===== src/design/epg_pkg.sv =====
// Shared types, constants and tables for the epicycloid point generator.
package epg_pkg;

   localparam int CORDIC_STAGES = 16;
   localparam int CW = 34;   // CORDIC datapath width
   localparam int IDXW = 5;  // stage index width

   localparam logic [29:0] TURN_PER_RAD = 30'h28BE60DB;
   localparam logic signed [CW-1:0] CORDIC_START = 34'sh26DD3B6A;
   localparam logic [23:0] RATIO_MAX = 24'hFFFFFF;
   localparam logic [23:0] RATIO_RESET = 24'd294912;

   localparam logic [2:0] REG_BIG_RADIUS   = 3'd0;
   localparam logic [2:0] REG_SMALL_RADIUS = 3'd1;
   localparam logic [2:0] REG_ANGLE_STEP   = 3'd2;
   localparam logic [2:0] REG_ANGLE_LIMIT  = 3'd3;
   localparam logic [2:0] REG_OFFSET_X     = 3'd4;
   localparam logic [2:0] REG_OFFSET_Y     = 3'd5;

   localparam logic [31:0] ATAN_TURNS [24] = '{
      32'h20000000, 32'h12E4051E, 32'h09FB385B, 32'h051111D4, 32'h028B0D43, 32'h0145D7E1,
      32'h00A2F61E, 32'h00517C55, 32'h0028BE53, 32'h00145F2F, 32'h000A2F98, 32'h000517CC,
      32'h00028BE6, 32'h000145F3, 32'h0000A2FA, 32'h0000517D, 32'h000028BE, 32'h0000145F,
      32'h00000A30, 32'h00000518, 32'h0000028C, 32'h00000146, 32'h000000A3, 32'h00000051
   };

   typedef struct packed {
      logic valid;
      logic tag;   // 0: angle t, 1: angle kt
      logic neg;   // result must be negated (folded half turn)
      logic signed [CW-1:0] x;
      logic signed [CW-1:0] y;
      logic signed [CW-1:0] z;
   } cordic_type;

   typedef struct packed {
      logic start;
   } div_ctl_type;

endpackage


===== src/design/epg_cell.sv =====
// One CORDIC rotation cell of the chain.
module epg_cell (
   input  logic clock,
   input  logic reset,
   input  logic [epg_pkg::IDXW-1:0] stage_idx,
   input  epg_pkg::cordic_type cell_in,
   output epg_pkg::cordic_type cell_out
);
   epg_pkg::cordic_type cell_ff, rot_in;
   logic signed [epg_pkg::CW-1:0] dx, dy, da;

   always_comb begin
      dx = cell_in.y >>> stage_idx;
      dy = cell_in.x >>> stage_idx;
      da = epg_pkg::CW'(signed'({1'b0, epg_pkg::ATAN_TURNS[stage_idx]}));
      rot_in = cell_in;
      if (cell_in.z >= 0) begin
         rot_in.x = cell_in.x - dx;
         rot_in.y = cell_in.y + dy;
         rot_in.z = cell_in.z - da;
      end else begin
         rot_in.x = cell_in.x + dx;
         rot_in.y = cell_in.y - dy;
         rot_in.z = cell_in.z + da;
      end
   end

   always_ff @(posedge clock) begin
      if (reset) begin
         cell_ff.valid <= 1'b0;
      end else begin
         cell_ff.valid <= rot_in.valid;
      end
      cell_ff.tag <= rot_in.tag;
      cell_ff.neg <= rot_in.neg;
      cell_ff.x   <= rot_in.x;
      cell_ff.y   <= rot_in.y;
      cell_ff.z   <= rot_in.z;
   end

   assign cell_out = cell_ff;
endmodule


===== config.mk =====
export PLATFORM = sky130hd
export DESIGN_NAME = epg_cell
export DESIGN_NICKNAME = d
export VERILOG_FILES = /design/src/design/epg_pkg.sv /design/src/design/epg_cell.sv
export SDC_FILE = /design/constraint.sdc
export NUM_CORES = 1
export LEC_CHECK = 0
export BUFFER_PORTS_ARGS = -buffer_cell sky130_fd_sc_hd__buf_2
export CORE_MARGIN = 3
export CORE_UTILIZATION = 40
export DETAILED_ROUTE_END_ITERATION = 6
export PLACE_DENSITY = 0.57
export SETUP_SLACK_MARGIN = 0.3
export SLEW_MARGIN = 0
export SYNTH_ARGS = -nofsm -noshare
export SYNTH_HDL_FRONTEND = slang
export SYNTH_SLANG_ARGS = --single-unit

===== constraint.sdc =====
create_clock -name clock -period 12.6 [get_ports clock]
set_clock_uncertainty 0.2 [all_clocks]
set_input_delay 0 -clock clock [delete_from_list [all_inputs] [get_ports clock]]
set_output_delay 0 -clock clock [all_outputs]
set_load 0.01 [all_outputs]

After elaboration in Yosys (flattened, before gate mapping)
Memories as Yosys holds them, arrays and structs flattened.
Index checks and enable logic that the tools add are counted.
Storage, ports and cells
  RAM bits: 0
  bits in registers: 105
  memories: 1
  output and inout bits: 105
  input port bits: 112
  bits in latches: 0
  ROM bits: 1024
Operators by class
  reduce and logical (&&, ||, !) cells: 0
  bitwise operators: 1
  divide/modulo/power cells: 0
  add/sub/neg operators: 6
  equality and inequality tests: 0
  shift operators: 2
  multipliers: 0
  magnitude comparators: 2
  muxes and demuxes: 3
Memories
  (no name shown): depth 32, bits a word 32, read ports 1, clocked after memory_dff 0, write ports 0, line epg_cell.sv:15  | da = epg_pkg::CW'(signed'({1'b0, epg_pkg::ATAN_TURNS[stage_idx]}));
Operators by type and width (count)
  $mux W102: 1
  $add A34 B34 Y34: 2
  $sshr A34 B5 Y34: 2
  $sub A34 B34 Y34: 2
  $mux W32: 2
  $add A34 B33 Y34: 1
  $ge A34 B1 Y1 const B: 1
  $sub A34 B33 Y34: 1
  $ge A6 B6 Y1 const B: 1
  $not A5 Y6: 1

Longest topological paths before layout
Gate-level depths: netlist of run 1.
  depth in word-level cells: 6
  mapped depth: 27
  depth with buffers taken out: 21

Worst setup path before layout of run 1
OpenSTA, ideal clock, no wires.
  kind: input to register
  start point: in stage_idx[1] (netlist name)
  end point: reg cell_ff (netlist bit cell_out[101])
  path slack: 7.029 ns
  arrival: 5.236 ns
  buffers on the path: 4
  cell stages on the path: 23
  cells stage by stage: buf_2 -> buf_2 -> buf_2 -> clkbuf_1 -> mux4_2 -> mux2_2 -> o211a_1 -> a311oi_2 -> nand4_1 -> nor4_2 -> nand3b_1 -> o31ai_1 -> xor2_1 -> ha_1 -> a21o_1 -> a21oi_1 -> o221a_2 -> a2bb2oi_1 -> a31oi_1 -> o21a_1 -> o2111a_1 -> a2111oi_0 -> xnor2_1
RTL lines
  start: declaration: line epg_cell.sv:5  | input logic [epg_pkg::IDXW-1:0] stage_idx,
  end: declaration: line epg_cell.sv:9  | epg_pkg::cordic_type cell_ff, rot_in;

==> metrics, run 1 <==
CORE AREA 0.0358 mm²; worst slew pin tran 998 ps; row cnt 69; crit end category flop; max FFs per register 105; layout cells sized above 1 20.4%; TritonCTS clock tree yes; Hold Path Origin cell_in[48]; Hold WC Path Type in2reg; leakage 7.28 nW; synth unique cells 91; Core Util, Final 47.8%; CTS sink count 105; CTS buffer count 9; final antenna-violating net count 0; YS warnings 0; Via Count 15391; DRC 0; cts repair resizes 0; GRT Total Usage 28.9%; CTS Hold Bufs 90; syn_nets 1951; EDFF count, synth 0; Filler cells 3507; WL per Instance 23.7 µm; Seq cells post-synth 105; gr ovfl total 0; drt first-iter violations 1463; Final nets 2192; largest net degree at the start of global routing 81; Crit path arrival time 7240 ps; H-tree Lvls 3; Initial Util 40.8%; Hold Violations, Final 0; CTS Buffer Depth 2; Root Buffer clkbuf_16; # diodes 0; Startpoint Class input pin; area grow syn2layout 17.3%; outcome finished clean; slew margin rel. 33.5%; PwrDens 119 mW/mm²; first-pass GRT wire length 87400 µm; crit path from stage_idx[0]; Worst Hold Path EP cell_out[48]; Max Cap Viol 0; Placed Area 0.0159 mm²; CTS clk-pin slew, worst paths 70 ps; dpl hpwl 43800 µm; final setup vio count 0; Synth Instances 1726; IO buf count 216; die width 197 µm; Post-Syn Area 0.0146 mm²; antenna violations before repair 1; unrepaired setup endpoints after global routing false; Sum Neg Setup Slack 0 ps; # IOs 217; Final GP Congestion 1.01; commonest cells after routing, fill and taps aside buf_2 (214), nand2_1 (123), nor2_1 (122); via density per instance 6.33; ys flop type dfxtp_1; syn_area_per_cell 8.47 µm²; Async SR Flop Fraction 0%; fin area 0.0171 mm²; fmax 0.141 GHz; CP Max Fanout 78; Hold Path Cell Cnt 3; crit share post-route 56.4%; vias in the first global route 14882; crit path kind in2reg; postcts setup bufs 0; worst path required time 12730 ps; count of pins over their slew limit 0; maximum vdd drop 0.000102 V; Die H 197 µm; Post-Route WL 57600 µm; Hold WS 25.4 ps; most common cell after layout, fill and taps aside buf_2; Seq/Total Area, Yosys 14.4%; die area 0.0389 mm²; DRT Pass-1 Iters 6; fin crit period 7110 ps
[worst max-delay path by stage]
stage | endpoint | slack [ps]
detailed placement | cell_out[101] | 5180
CTS | cell_out[27] | 5510
finish | cell_out[27] | 5490
global route | cell_out[27] | 4840
global placement | cell_out[101] | 5130
floorplan | cell_out[101] | 7030
[final cells by class]
cell class,count,area [µm²],share of cell area [%]
sequential,105,2100,12.3
inverter,42,158,0.920
clock inverter,5,61.3,0.358
clock buffer,11,243,1.42
multi-input combinational,1483,11900,69.2
tap,461,577,3.37
timing repair buffer,326,2140,12.5
[critical path: stages]
cell	delay, ps
buf_6	620
clkinv_1	700
ha_1	540
nor2_1	280
a21oi_1	70
mux4_2	570
inv_1	90
ha_1	230
mux2i_1	330
ha_1	310
nor2b_1	140
o31ai_1	430
a2111oi_0	250
a211oi_1	560
o211ai_1	200
a221oi_1	640
o21ai_0	320
a31oi_1	260
xnor2_1	130
dlygate4sd3_1	540
[cells in the mapped netlist, types with 20 or more instances]
master      n  area share [%]
mux2_2     29             2.2
o21ai_0    87             3.0
nor3_1     20            0.69
xor2_1     67             4.0
o31ai_1    21             1.1
clkbuf_1   46             1.2
dfxtp_1   105              14
o22ai_1    26             1.1
nand2_1   123             3.2
nor2b_1    23            0.98
buf_2      24            0.82
nor2_1    122             3.1
a21o_1     56             2.9
a211oi_1   22             1.1
nand3_1    39             1.3
mux4_2     73              11
mux2i_1    74             5.1
nand2b_1   40             1.7
xnor2_1   108             6.5
ha_1      110             9.4
a21oi_1   109             3.7
inv_1      39             1.0
[where the power goes]
part           total, mW  switching [mW]  internal (mW)
sequential         0.508          0.0323          0.475
clock              0.299           0.138          0.161
combinational       1.22           0.691          0.534
[through the flow]
step	std cells	power (mW)	setup slack [ps]
after floorplan	1726	1.30	7030
after global placement	2327	1.67	5130
after detailed placement	2327	1.67	5180
after CTS	2433	2.04	5510
after global routing	2433	2.18	4840
final	2433	2.03	5490
[cell families (layout without fill, tap and decap cells)]
family	Yosys count	in the layout	share of synthesized area [%]
AOI/OAI and AO/OA	539	539	25.6
adders and majority gates	113	113	9.83
and+or+nand+nor	477	477	16.3
DFF	105	105	14.4
muxes	179	179	18.8
xor gates and xnor gates	175	175	10.5
buffers and inverters	138	384	4.59
[routing by layer]
metal  up-vias  routed length, µm  track usage [%]
li1       7068                  -                -
met3       170               4760             6.11
met2       779              26500             48.0
met5         -                 13                0
met1      7372              23500             36.0
met4         2               2750             13.4
No activity file was read; power rests on OpenSTA's default activity.
==> inputs of run 2 (changes only) <==
--- a/config.mk
+++ b/config.mk
@@ -9,7 +9,7 @@
 export CORE_MARGIN = 3
 export CORE_UTILIZATION = 40
 export DETAILED_ROUTE_END_ITERATION = 6
-export PLACE_DENSITY = 0.57
+export PLACE_DENSITY = 0.6
 export SETUP_SLACK_MARGIN = 0.3
 export SLEW_MARGIN = 0
 export SYNTH_ARGS = -nofsm -noshare
==> constraint.sdc (replaced) <==
create_clock -name clock -period 6.1 [get_ports clock]
set_clock_uncertainty 0.2 [all_clocks]
set_input_delay 0 -clock clock [delete_from_list [all_inputs] [get_ports clock]]
set_output_delay 0 -clock clock [all_outputs]
set_load 0.01 [all_outputs]
==> run 2 against run 1 <==
  * Sequential cell count did not move
  * Critical path type unchanged
  * Critical path depth rose by 3
  * Routed wire length rose by 4.7%
  * Count of clock-buffer cells in the layout rose by 1
  * Largest cell class unchanged
  * Sequential share of layout area fell by 0.90 points
  * Worst setup slack got worse by 5000 ps
  * Non-clock buffer count rose by 158
  * Clock power rose by 100%
  * Worst hold slack got worse by 8.0 ps
  * Final area rose by 7.9%
==> metrics, run 2 (same netlist as run 1, synthesis figures left out) <==
Final GP Congestion 1.03 (was 1.01); count of pins over their slew limit 0 (unchanged); sequential share of power 23.8% (was 25.0%); TritonCTS clock tree yes (unchanged); final antenna-violating net count 0 (unchanged); Max stage delay on crit path 540 ps (was 700 ps); Final nets 2350 (was 2192); largest net degree at the start of global routing 42 (was 81); Via Count 15902 (was 15391); Setup WS post-layout 502 ps (was 5490 ps); Int Pwr 2.55 mW (was 1.17 mW); # IOs 217 (unchanged); outcome finished clean (unchanged); CTS Buffer Depth 2 (unchanged); Hold Path Cell Cnt 4 (was 3); Hold Path Origin cell_in[81] (was cell_in[48]); H-tree Lvls 3 (unchanged); leakage 8.08 nW (was 7.28 nW); fin crit period 5600 ps; critical-path cell list dlygate4sd3_1 -> buf_2 -> mux4_2 -> mux2i_2 -> buf_4 -> nand2b_1 -> o2111a_1 -> ha_1 -> nand4_1 -> or2_1 -> o31ai_1 -> xor2_1 -> ha_1 -> a21o_1 -> a31o_2 -> a221o_1 -> a311o_1 -> a2111oi_2 -> buf_4 -> nor3_1 -> a21oi_1 -> nor2b_1 -> xnor2_1 (was buf_6 -> clkinv_1 -> ha_1 -> nor2_1 -> a21oi_1 -> mux4_2 -> inv_1 -> ha_1 -> mux2i_1 -> ha_1 -> nor2b_1 -> o31ai_1 -> a2111oi_0 -> a211oi_1 -> o211ai_1 -> a221oi_1 -> o21ai_0 -> a31oi_1 -> xnor2_1 -> dlygate4sd3_1); slew margin rel. 32.2% (was 33.5%); family with the most delay on the worst path compound AO/OA/AOI/OAI gates (unchanged); final setup vio count 0 (unchanged); clock power share 13.6% (was 14.7%); first-pass GRT wire length 90800 µm (was 87400 µm); die area 0.0389 mm² (unchanged); area grow syn2layout 26.6% (was 17.3%); CTS buffer count 9 (unchanged); crit path kind in2reg (unchanged); CORE AREA 0.0358 mm² (unchanged); dpl hpwl 47600 µm (was 43800 µm); Hold Violations, Final 0 (unchanged); Slowest-stage cell, CP dlygate4sd3_1 (was clkinv_1); worst path required time 6210 ps (was 12730 ps); commonest cells after routing, fill and taps aside buf_2 (213), buf_4 (186), nand2_1 (123) (was buf_2 (214), nand2_1 (123), nor2_1 (122)); IO buf count 216 (unchanged); Die H 197 µm (unchanged); drt first-iter violations 1423 (was 1463); max FFs per register 105 (unchanged); CTS clk-pin slew, worst paths 70 ps (about the same); DRC 0 (unchanged); register area 0.00210 mm² (unchanged); gr ovfl total 0 (unchanged); unrepaired setup endpoints after global routing true (was false); # diodes 0 (unchanged); row cnt 69 (unchanged); CP Buf/Inv Count 4 (unchanged); via density per instance 6.14 (was 6.33); crit end category flop (unchanged); Root Buffer clkbuf_16 (unchanged); Hold WS 17.3 ps (was 25.4 ps); Filler cells 3446 (was 3507); switching portion of total power 42.1% (was 42.4%); WL per Instance 23.3 µm (was 23.7 µm); GRT Total Usage 30.1% (was 28.9%); fin cells 2590 (was 2433); Max Cap Viol 0 (unchanged); Post-Route WL 60300 µm (was 57600 µm); Crit path arrival time 5710 ps (was 7240 ps); vias in the first global route 15540 (was 14882); P_sw 1.85 mW (was 862 µW); Post-Place Cells 2497 (was 2327); CTS sink count 105 (unchanged); Hold WC Path Type in2reg (unchanged); Worst Hold Path EP cell_out[81] (was cell_out[48]); most common cell after layout, fill and taps aside buf_2 (unchanged); layout cells sized above 1 27.9% (was 20.4%); antenna violations before repair 1 (unchanged); multi-input logic area 0.0120 mm² (was 0.0119 mm²); DRT Pass-1 Iters 6 (unchanged); Startpoint Class input pin (unchanged); DP Worst Slack -110 ps (was 5180 ps); maximum vdd drop 0.000159 V (was 0.000102 V); CP Max Fanout 8 (was 78); worst slew pin tran 1010 ps (was 998 ps); Initial Util 40.8% (unchanged); part of the power in combinational logic 62.6% (was 60.3%); crit path from cell_in[62] (was stage_idx[0]); fmax 0.179 GHz; die width 197 µm (unchanged); crit share post-route 91.8%; postcts setup bufs 0 (unchanged); PwrDens 238 mW/mm² (was 119 mW/mm²)
[run 2: worst max-delay path by stage]
stage                                to  slack [ps]  depth (start not counted)
after global routing      cell_out[101]         280                         20
final                      cell_out[98]         500                         23
after floorplan           cell_out[101]         530                         23
after detailed placement   cell_out[96]        -110                         21
after CTS                  cell_out[98]         300                         21
after global placement     cell_out[61]         -30                         20
[run 2: routing by layer]
metal	up-vias	GRT usage (%)	routed length, µm
met5	-	0	0
met4	0	11.1	2160
met3	143	5.54	5080
met2	770	51.5	28700
met1	7613	38.1	24400
li1	7376	-	-
[run 2: area by class of cell]
| type | instances | share of cell area, % |
|---|---|---|
| inverters | 42 | 0.852 |
| multi-input cells | 1483 | 64.8 |
| repair buffers | 484 | 18.3 |
| well taps | 461 | 3.12 |
| flip-flops and latches | 105 | 11.4 |
| clock inverters | 3 | 0.135 |
| clock buffers | 12 | 1.44 |
[run 2: tightest hold or removal path, cell delays in order]
cell	delay, ps
buf_2	160
ha_1	200
buf_4	140
xnor2_1	60
[run 2: repair_timing]
action,in CTS,in global routing
gates resized for setup,1,36
setup endpoints to repair,2,21
hold buffers,78,0
cloned,0,0
hold endpoints to repair,69,0
[run 2: stage by stage]
stage | cell area, µm² | power [mW] | utilization (%) | setup TNS [ps]
after floorplan | 14600 | 2.69 | - | 0
final | 18500 | 4.40 | 51.6 | 0
after CTS | 18300 | 4.38 | 51.2 | 0
after global routing | 18500 | 4.70 | 51.6 | 0
after detailed placement | 17300 | 3.69 | 48.2 | -357
after global placement | 17300 | 3.68 | 48.2 | -38.4
[run 2: power groups by stage]
| stage | clock, mW | sequential, mW | combinational [mW] |
|---|---|---|---|
| 2_1_floorplan | 0 | 1.23 | 1.46 |
| 3_3_place_gp | 0 | 1.06 | 2.61 |
| 3_5_place_dp | 0 | 1.07 | 2.62 |
| 4_1_cts | 0.621 | 1.05 | 2.70 |
| 5_1_grt | 0.644 | 1.07 | 2.99 |
| 6_report | 0.597 | 1.05 | 2.75 |
