$ cat src/design/epg_pkg.sv
// Shared types, constants and tables for the epicycloid point generator.
package epg_pkg;

   localparam int CORDIC_STAGES = 16;
   localparam int CW = 34;   // CORDIC datapath width
   localparam int IDXW = 5;  // stage index width

   localparam logic [29:0] TURN_PER_RAD = 30'h28BE60DB;
   localparam logic signed [CW-1:0] CORDIC_START = 34'sh26DD3B6A;
   localparam logic [23:0] RATIO_MAX = 24'hFFFFFF;
   localparam logic [23:0] RATIO_RESET = 24'd294912;

   localparam logic [2:0] REG_BIG_RADIUS   = 3'd0;
   localparam logic [2:0] REG_SMALL_RADIUS = 3'd1;
   localparam logic [2:0] REG_ANGLE_STEP   = 3'd2;
   localparam logic [2:0] REG_ANGLE_LIMIT  = 3'd3;
   localparam logic [2:0] REG_OFFSET_X     = 3'd4;
   localparam logic [2:0] REG_OFFSET_Y     = 3'd5;

   localparam logic [31:0] ATAN_TURNS [24] = '{
      32'h20000000, 32'h12E4051E, 32'h09FB385B, 32'h051111D4, 32'h028B0D43, 32'h0145D7E1,
      32'h00A2F61E, 32'h00517C55, 32'h0028BE53, 32'h00145F2F, 32'h000A2F98, 32'h000517CC,
      32'h00028BE6, 32'h000145F3, 32'h0000A2FA, 32'h0000517D, 32'h000028BE, 32'h0000145F,
      32'h00000A30, 32'h00000518, 32'h0000028C, 32'h00000146, 32'h000000A3, 32'h00000051
   };

   typedef struct packed {
      logic valid;
      logic tag;   // 0: angle t, 1: angle kt
      logic neg;   // result must be negated (folded half turn)
      logic signed [CW-1:0] x;
      logic signed [CW-1:0] y;
      logic signed [CW-1:0] z;
   } cordic_type;

   typedef struct packed {
      logic start;
   } div_ctl_type;

endpackage

$ cat src/design/epg_div.sv
// Bit-serial restoring divider for the ratio (R+r)*2^16 / r, saturated to 24 bits.
module epg_div (
   input  logic clock,
   input  logic reset,
   input  epg_pkg::div_ctl_type ctl_in,
   output logic div_busy,
   input  logic [16:0] sum_r,
   input  logic [15:0] small_r,
   output logic [23:0] ratio
);
   logic [32:0] num_ff;
   logic [15:0] rem_ff;
   logic [23:0] quo_ff;
   logic [15:0] div_ff;
   logic [5:0]  cnt_ff;
   logic        busy_ff;
   logic [16:0] rem_sh;
   logic        sat;

   assign sat    = {7'd0, sum_r} >= {small_r, 8'd0};
   assign rem_sh = {rem_ff, num_ff[32]};

   always_ff @(posedge clock) begin
      if (reset) begin
         busy_ff <= 1'b0;
         quo_ff  <= epg_pkg::RATIO_RESET;
         cnt_ff  <= '0;
      end else if (ctl_in.start) begin
         if (sat) begin
            quo_ff  <= epg_pkg::RATIO_MAX;
            busy_ff <= 1'b0;
         end else begin
            busy_ff <= 1'b1;
            num_ff  <= {sum_r, 16'd0};
            rem_ff  <= '0;
            div_ff  <= small_r;
            cnt_ff  <= 6'd33;
         end
      end else if (busy_ff) begin
         num_ff <= {num_ff[31:0], 1'b0};
         if (rem_sh >= {1'b0, div_ff}) begin
            rem_ff <= 16'(rem_sh - {1'b0, div_ff});
            quo_ff <= {quo_ff[22:0], 1'b1};
         end else begin
            rem_ff <= rem_sh[15:0];
            quo_ff <= {quo_ff[22:0], 1'b0};
         end
         cnt_ff <= cnt_ff - 6'd1;
         if (cnt_ff == 6'd1) busy_ff <= 1'b0;
      end
   end

   assign div_busy = busy_ff || ctl_in.start;
   assign ratio    = quo_ff;
endmodule

$ cat config.mk
export PLATFORM = sky130hd
export DESIGN_NAME = epg_div
export DESIGN_NICKNAME = d
export VERILOG_FILES = /design/src/design/epg_pkg.sv /design/src/design/epg_div.sv
export SDC_FILE = /design/constraint.sdc
export NUM_CORES = 1
export LEC_CHECK = 0
export BUFFER_PORTS_ARGS = -buffer_cell sky130_fd_sc_hd__buf_2
export CELL_PAD_IN_SITES_DETAIL_PLACEMENT = 1
export CELL_PAD_IN_SITES_GLOBAL_PLACEMENT = 1
export CORE_MARGIN = 2
export CORE_UTILIZATION = 45
export DETAILED_ROUTE_END_ITERATION = 16
export PLACE_DENSITY_LB_ADDON = 0.1
export SYNTH_ARGS = -nofsm -noshare
export SYNTH_HDL_FRONTEND = slang
export SYNTH_SLANG_ARGS = --single-unit
$ cat constraint.sdc
create_clock -name clock -period 4.6 [get_ports clock]
set_clock_uncertainty 0.2 [all_clocks]
set_input_delay 0.92 -clock clock [delete_from_list [all_inputs] [get_ports clock]]
set_output_delay 0.92 -clock clock [all_outputs]
set_load 0.01 [all_outputs]
# After elaboration in Yosys (flattened, before gate mapping)
# Index checks and enable logic that the tools add are counted.
[classes]
n_eq_ne = 3
muxes = 18
n_lt_le_gt_ge = 2
n_bitwise = 2
n_reduce_logical = 6
add_sub_neg = 2
[op_table]
columns = ["cell", "count"]
rows = [
  ["two-way mux 33 bit", 3],
  ["two-way mux 24 bit", 3],
  ["two-way mux 16 bit", 4],
  ["greater-or-equal comparator 17 x 24 -> 1 bit", 1],
  ["two-way mux 6 bit", 3],
  ["greater-or-equal comparator 17 x 16 -> 1 bit", 1],
  ["subtractor 16 bit", 1],
  ["== test 6 x 1 -> 1 bit, second input constant", 1],
  ["AND reduction 3 bit", 2],
  ["subtractor 6 x 1 -> 6 bit, second input constant", 1],
  ["two-way mux 1 bit", 5],
  ["AND reduction 2 bit", 2],
  ["inequality test 2 x 1 -> 1 bit, second input constant", 1],
  ["inequality test 2 bit, second input constant", 1],
  ["inverter 1 bit", 2],
  ["nonzero test 2 bit", 1],
  ["logical OR 1 bit", 1],
]
[totals]
in_bits = 36
wordCells = 39
ff_bits = 96
out_inout_bits = 25

# Logic depth before layout (Yosys ltp)
# Gate-level depths: netlist (run 1).
[logic_depth]
ltp_word = 4
depth_mapped = 10
depth_no_buf = 9

# Worst setup path after synthesis (run 1)
# No wires, ideal clock.
[synth_path]
path_kind = "in2reg"
startpoint = "in small_r[5]"
endpoint = "reg num_ff[16] (enable)"
path_buffers = 0
required_ns = 3.966
cell_stages = 8
arrival_ns = 3.690
setup_time_ns = 0.434
setup_slack_ns = 0.276
cell_sequence = "inv_1 ha_1 a21o_1 a21o_1 a21oi_1 a21o_1 nand2_1 a21oi_1"
[synth_between]
elab_chain_cells = 3
[synth_rtl]
columns = ["item", "line", "source"]
rows = [
  ["start, declared", "epg_div.sv:8", "input logic [15:0] small_r,"],
  ["greater-or-equal comparator 17 x 24 -> 1 bit", "epg_div.sv:20", "assign sat = {7'd0, sum_r} >= {small_r, 8'd0};"],
  ["inequality test 2 bit (no source line)", "-", ""],
  ["AND reduction 3 bit (no source line)", "-", ""],
  ["end signal, assigned", "epg_div.sv:34", "num_ff <= {sum_r, 16'd0};"],
  ["end signal, assigned", "epg_div.sv:40", "num_ff <= {num_ff[31:0], 1'b0};"],
  ["end, declared", "epg_div.sv:11", "logic [32:0] num_ff;"],
]
# No other way between the ends.
# A chain may end at the register's enable or synchronous reset.

# Worst setup path after layout (run 1)
[layout_path]
startpoint = "in small_r[5]"
endpoint = "reg num_ff[17] (enable)"
# The elaborated chain is that of the path after synthesis.

==> results of run 1 <==
-- Yosys cell counts (5+ instances only) --
cell / n
a211oi_1: 5
a21o_1: 6
a21oi_1: 32
a31oi_1: 5
clkbuf_1: 10
dfxtp_1: 31
edfxtp_1: 49
ha_1: 27
inv_1: 31
mux2_2: 16
nand2_1: 17
nand3_1: 20
nor2_1: 17
nor2b_1: 6
nor3_1: 13
o211ai_1: 7
o21ai_0: 15
o221a_2: 22
or3_1: 5
-- layout make-up --
type	count	area (sq um)	share of cell area, %
Timing Repair Buffer	65	338	6.82
Clock inverter	4	30.0	0.606
Multi-Input combinational cell	270	2030	41.1
Tap cell	129	161	3.26
Clock buffer	12	178	3.59
Inverter	32	120	2.43
Sequential cell	80	2090	42.2
-- placed cells by master, fill, tap and decap left out, types with 6 or more instances in the layout --
cell type,instances
clkbuf_8,9
buf_2,60
nor2_1,17
o21ai_0,15
inv_1,31
a21o_1,6
a21oi_1,31
dfxtp_1,31
nor2b_1,6
nand2_1,17
nor3_1,13
edfxtp_1,49
ha_1,27
o221a_2,22
o211ai_1,7
nand3_1,20
mux2_2,16
-- flip-flops by register name (all words and copies together), names as in the netlist --
| register | flops |
|---|---|
| ratio | 24 |
| num_ff | 17 |
| cnt_ff | 6 |
| rem_ff | 16 |
| busy_ff | 1 |
| div_ff | 16 |
-- per-stage QoR --
step                util [%]  hold slack, ps  instance area (sq um)
finish                  53.1             338                   4950
global route            53.1             365                   4950
CTS                     53.1             341                   4950
detailed placement      50.9             315                   4740
global placement        50.9             306                   4740
floorplan                  -             288                   4360
-- cell families after synthesis --
logic type / after synthesis / share of synthesized area, %
fa+ha+maj: 28 / 8.22
buf+inv: 52 / 5.54
simple gates: 96 / 11.3
xor+xnor: 6 / 1.21
mux: 16 / 4.14
flops: 80 / 48.0
compound gates: 124 / 21.6
-- power groups by stage --
stage                     logic, W  clock network (W)  registers (W)
final                     0.000379           0.000534       0.000851
after global routing      0.000425           0.000574       0.000857
after CTS                 0.000382           0.000552       0.000851
after detailed placement  0.000379                  0       0.000866
after global placement    0.000369                  0       0.000865
after floorplan           0.000266                  0       0.000868
-- routing by layer --
metal / vias up / wire length, um
li1: 1644 / -
met5: - / 0
met3: 10 / 316
met1: 1707 / 4800
met2: 58 / 5580
met4: 0 / 119
-- path summary, 6_finish.rpt --
path / slack (ps) / cells past startpoint / to
setup reg to reg: 1420 / 7 / rem_ff[0]
setup / recovery: 1390 / 10 / num_ff[17]
hold reg to reg: 340 / 1 / ratio[15]
hold / removal: 340 / 1 / ratio[15]
==> run_results.csv, run 1 <==
group,metric,value,unit
run_status,status,"completed",
worst_setup_path,critPathLaunchType,"input pin",
floorplan,initial_utilization,46.7,%
floorplan,num_rows,35,
worst_hold_path,hold_start,"ratio[15]",
placed_design,gp_congestion,0.825,
sta,period_share,69.7,%
power_and_ir_drop,power.switching,0.000519,W
floorplan,die_area,10500,sq um
worst_setup_path,crit_slowest_cell,"buf_4",
clocking,root_buffer,"clkbuf_8",
worst_hold_path,holdCritPathClass,"flop to flop",
power_and_ir_drop,power_density,356,nW/um^2
sta,final_hold_viol_count,0,
worst_setup_path,worstSetupPathType,"input pin to flop",
route,vias_per_cell,5.78,
clocking,clock_path_buffers,2,
global_routing,grtUsageMet3,3.21,%
logic_synthesis,ys_ff_latch,80,
floorplan,fp.dieH,102,um
global_routing,grt_usage,22.0,%
logic_synthesis,synth_edf_count,49,
logic_synthesis,synth_largest_area_cell,"edfxtp_1",
route,vias,3419,
worst_setup_path,path_cells,"buf_2, inv_1, ha_1, a21o_1, a21o_1, a21oi_1, a21o_1, nand2_1, a21oi_4, buf_4",
clocking,cts_tree,"yes",
logic_synthesis,ys_warn_count,0,
route,drc,0,
clocking,clk_latency,340,ps
worst_setup_path,timing.rr.start,"rem_ff[9]",
worst_setup_path,slowest_delay,420,ps
global_routing,grt_pass1_vias,3554,
route,wl_per_cell,18.3,um
run,cap_violations,0,
sta,worst_slew_margin_rel,49.6,%
clocking,htree_levels,3,
worst_setup_path,endpoint_kind,"flop",
power_and_ir_drop,vdd_drop_max,182,uV
logic_synthesis,synth_area_leaders,"edfxtp_1 34%, dfxtp_1 14%, ha_1 7.8%",
route,drtIter0Drc,159,
global_routing,met1_usage,28.9,%
sta,period_needed,3210,ps
placed_design,hpwlAfterDp,7.73,mm
placed_design,port_buffers,60,
worst_setup_path,cp_top_family,"compound AO/OA/AOI/OAI gates",
clocking,cts_resized,0,
placed_design,numPlacedInstances,576,
logic_synthesis,synth_area_per_cell,10.8,sq um
global_routing,grt_overflow,0,
sta,tns,0,ps
power_and_ir_drop,internal_power,0.00124,W
cells_and_area,n_antenna_cell,0,
power_and_ir_drop,seqPwrFrac,48.2,%
power_and_ir_drop,switching_share,29.4,%
worst_setup_path,worst-path-buf-inv,3,
logic_synthesis,syn_area,4360,sq um
global_routing,grt_pass1_wl,17.9,mm
logic_synthesis,syn_nets,466,
logic_synthesis,synth.yosys.seq_area_share,48.0,%
clocking,cts_made_buffers,9,
route,wl,10.8,mm
power_and_ir_drop,power,0.00176,W
sta,worst_pin_slew,757,ps
cells_and_area,fin_nets,522,
global_routing,grt_max_degree,36,
cells_and_area,final_cells,592,
floorplan,io_pins,61,
global_routing,grt_most_used_layer,"met2",
sta,layout_setup_ws,1390,ps
global_routing,antenna_found_initial,0,
clocking,cts_sinks,80,
logic_synthesis,synth_cell_types,58,
sta,setup_violations,0,
power_and_ir_drop,combPwrFrac,21.5,%
sta,rsz0062_at_grt,"false",
clocking,holdBufCountCts,0,
cells_and_area,n_fill_cell,1043,
cells_and_area,layout-drive-gt1-share,28.7,%
route,drt-pass1-iter-count,4,
cells_and_area,area_growth,13.7,%
worst_setup_path,cp-startpoint,"small_r[5]",
logic_synthesis,ys.flop_type,"edfxtp_1",
floorplan,core,9330,sq um
worst_setup_path,crit_fanout,33,
worst_setup_path,critPathRequiredTime,4390,ps
power_and_ir_drop,pwr-share-clk,30.3,%
sta,maxSlewViolCount,0,
route,route.antenna.remaining_nets,0,
logic_synthesis,synth.top_cell.area_share,33.8,%
global_routing,grt_util_met2,38.2,%
clocking,clk_pin_slew,80,ps
floorplan,die_w,102,um
clocking,cts_setup_buffers,0,
placed_design,pre_cts_ws,1070,ps
logic_synthesis,ys_async_sr_fraction,0,%
sta,fmax,0.312,GHz
worst_setup_path,crit_top_cell,"a21o_1",
worst_setup_path,worstPathArrival,2990,ps
logic_synthesis,synth_cells,402,
power_and_ir_drop,p_leak,2.04,nW
Note: power is estimated with default switching activity, not from simulation.
==> inputs of run 2 (changes only) <==
- CORE_UTILIZATION: 45 -> 41
- clock period: 4.6 -> 2.7 ns (I/O delays scaled with it)
==> run 2 against run 1 <==
Against the previous run:
- via count increased by 3.9%
- sequential share of layout area shrank 3.6 points
- wire length increased by 3.5%
- flip-flop and latch count unchanged
- first-iteration DRC count decreased by 3.8%
- global-route usage decreased by 1.8 points
- worst hold slack got worse by 160 ps
- clock power grew 52%
- largest cell class is now multi-input combinational cells
- highest routed layer unchanged
==> run_results.csv, run 2 (synthesis results as in run 1) <==
group,metric,value,unit
floorplan,initial_utilization,42.2,%
worst_setup_path,ff2ff_setup_slack,70,ps
global_routing,grt_max_degree,36,
sta,setup_violations,0,
floorplan,num_rows,37,
cells_and_area,final_cells,637,
worst_setup_path,critPathLaunchType,"flop",
global_routing,antenna_found_initial,0,
sta,maxSlewViolCount,0,
cells_and_area,final_cell_mix,"59 x buf_2, 49 x edfxtp_1, 40 x buf_4, 31 x dfxtp_1, 29 x inv_1",
sta,hold-worst-slack,182,ps
route,route.antenna.remaining_nets,0,
floorplan,die_w,107,um
floorplan,core,10300,sq um
clocking,cts_tree,"yes",
worst_setup_path,timing.rr.start,"rem_ff[3]",
clocking,holdBufCountCts,0,
sta,period_needed,2630,ps
worst_hold_path,hold_start,"small_r[12]",
sta,layout_setup_ws,70.3,ps
sta,period_share,97.4,%
clocking,clock_path_buffers,2,
floorplan,fp.dieH,107,um
worst_setup_path,worstPathArrival,2610,ps
global_routing,grt_pass1_vias,3753,
clocking,clk_latency,340,ps
placed_design,port_buffers,60,
sta,fmax,0.380,GHz
sta,final_hold_viol_count,0,
worst_hold_path,hold_path_depth,1,
floorplan,io_pins,61,
run_status,status,"completed",
cells_and_area,stdcell_area,5410,sq um
sta,worst_slew_margin_rel,57.7,%
clocking,cts_sinks,80,
worst_setup_path,crit_fanout,5,
route,drtIter0Drc,153,
worst_hold_path,hold_end,"div_ff[12]",
cells_and_area,fin_nets,560,
global_routing,grt_pass1_wl,18.2,mm
placed_design,pre_cts_ws,-530,ps
run,cap_violations,0,
global_routing,grt_overflow,0,
clocking,htree_levels,3,
worst_setup_path,critPathRequiredTime,2680,ps
cells_and_area,area_growth,24.2,%
cells_and_area,final_common_cell,"buf_2",
worst_hold_path,holdCritPathClass,"input pin to flop",
floorplan,die_area,11500,sq um
clocking,clk_pin_slew,80,ps
placed_design,placed_area,5070,sq um
placed_design,numPlacedInstances,616,
worst_setup_path,reg2reg_depth,7,
route,vias_per_cell,5.57,
cells_and_area,largest_reg_flops,24,
clocking,root_buffer,"clkbuf_8",
worst_setup_path,regToRegEndpoint,"rem_ff[15]",
sta,worst_pin_slew,633,ps
placed_design,hpwlAfterDp,8.02,mm
clocking,cts_made_buffers,9,
sta,tns,0,ps
route,vias,3551,
sta,rsz0062_at_grt,"true",
route,wl,11.2,mm
worst_setup_path,worstSetupPathType,"flop to flop",
cells_and_area,n_antenna_cell,0,
power_and_ir_drop,p_leak,2.22,nW
route,drc,0,
global_routing,grt_usage,20.2,%
power_and_ir_drop,power_density,562,nW/um^2
placed_design,gp_congestion,0.774,
worst_setup_path,endpoint_kind,"flop",
route,wl_per_cell,17.6,um
route,drt-pass1-iter-count,4,
cells_and_area,layout-drive-gt1-share,38.1,%
power_and_ir_drop,vdd_drop_max,309,uV
==> run 2: cell types whose count changed in the layout (fill, tap and decap cells not counted), sizes merged <==
cell / before / now
clkbuf: 12 / 14
a21oi: 33 / 34
buf: 65 / 102
inv: 34 / 32
==> run 2: critical path, cell delays in order, from the launching register on <==
cell,delay [ps]
edfxtp_1,430
ha_4,320
o211ai_1,130
a21o_4,240
a2111oi_4,460
nor3_2,110
or3_1,330
a311oi_2,240
==> run 2: cell type report <==
| class | instances | area [sq um] |
|---|---|---|
| Clock buffer | 14 | 163 |
| Clock inverter | 2 | 13.8 |
| Fill cell | 1162 | 4920 |
| Inverter | 32 | 133 |
| Multi-Input combinational cell | 271 | 2190 |
| Sequential cell | 80 | 2090 |
| Tap cell | 136 | 170 |
| Timing Repair Buffer | 102 | 642 |
==> run 2: metal layers <==
| layer | track usage (%) | vias up | wire (um) |
|---|---|---|---|
| met4 | 7.51 | 0 | 283 |
| met1 | 25.2 | 1752 | 5050 |
| li1 | - | 1717 | - |
| met5 | 0 | - | 0 |
| met2 | 34.4 | 63 | 5460 |
| met3 | 3.89 | 19 | 398 |
==> run 2: worst max path at each step <==
stage	startpoint	endpoint	depth (start not counted)
CTS	small_r[5]	num_ff[23]	9
floorplan	small_r[5]	num_ff[16]	8
finish	rem_ff[3]	rem_ff[15]	7
detailed placement	small_r[5]	num_ff[23]	9
global placement	small_r[5]	num_ff[25]	9
global route	rem_ff[2]	rem_ff[15]	7
==> run 2: power breakdown <==
group | total [W] | switching [W] | internal (W)
Sequential | 0.00145 | 0.0000495 | 0.00140
Combinational | 0.000777 | 0.000421 | 0.000356
Clock | 0.000814 | 0.000425 | 0.000388
Total | 0.00304 | 0.000896 | 0.00214
==> run 2: repair_timing <==
item / CTS / global route
gates resized for setup: 4 / 20
setup buffers: 0 / 4
pin swaps: 1 / 7
cloned: 0 / 1
endpoints found under the setup margin: 49 / 47
==> run 2: metrics by stage <==
stage | util (%) | power [W]
2_1_floorplan | - | 0.00194
3_3_place_gp | 49.1 | 0.00218
3_5_place_dp | 49.1 | 0.00220
4_1_cts | 51.0 | 0.00302
5_1_grt | 52.4 | 0.00321
6_report | 52.4 | 0.00304
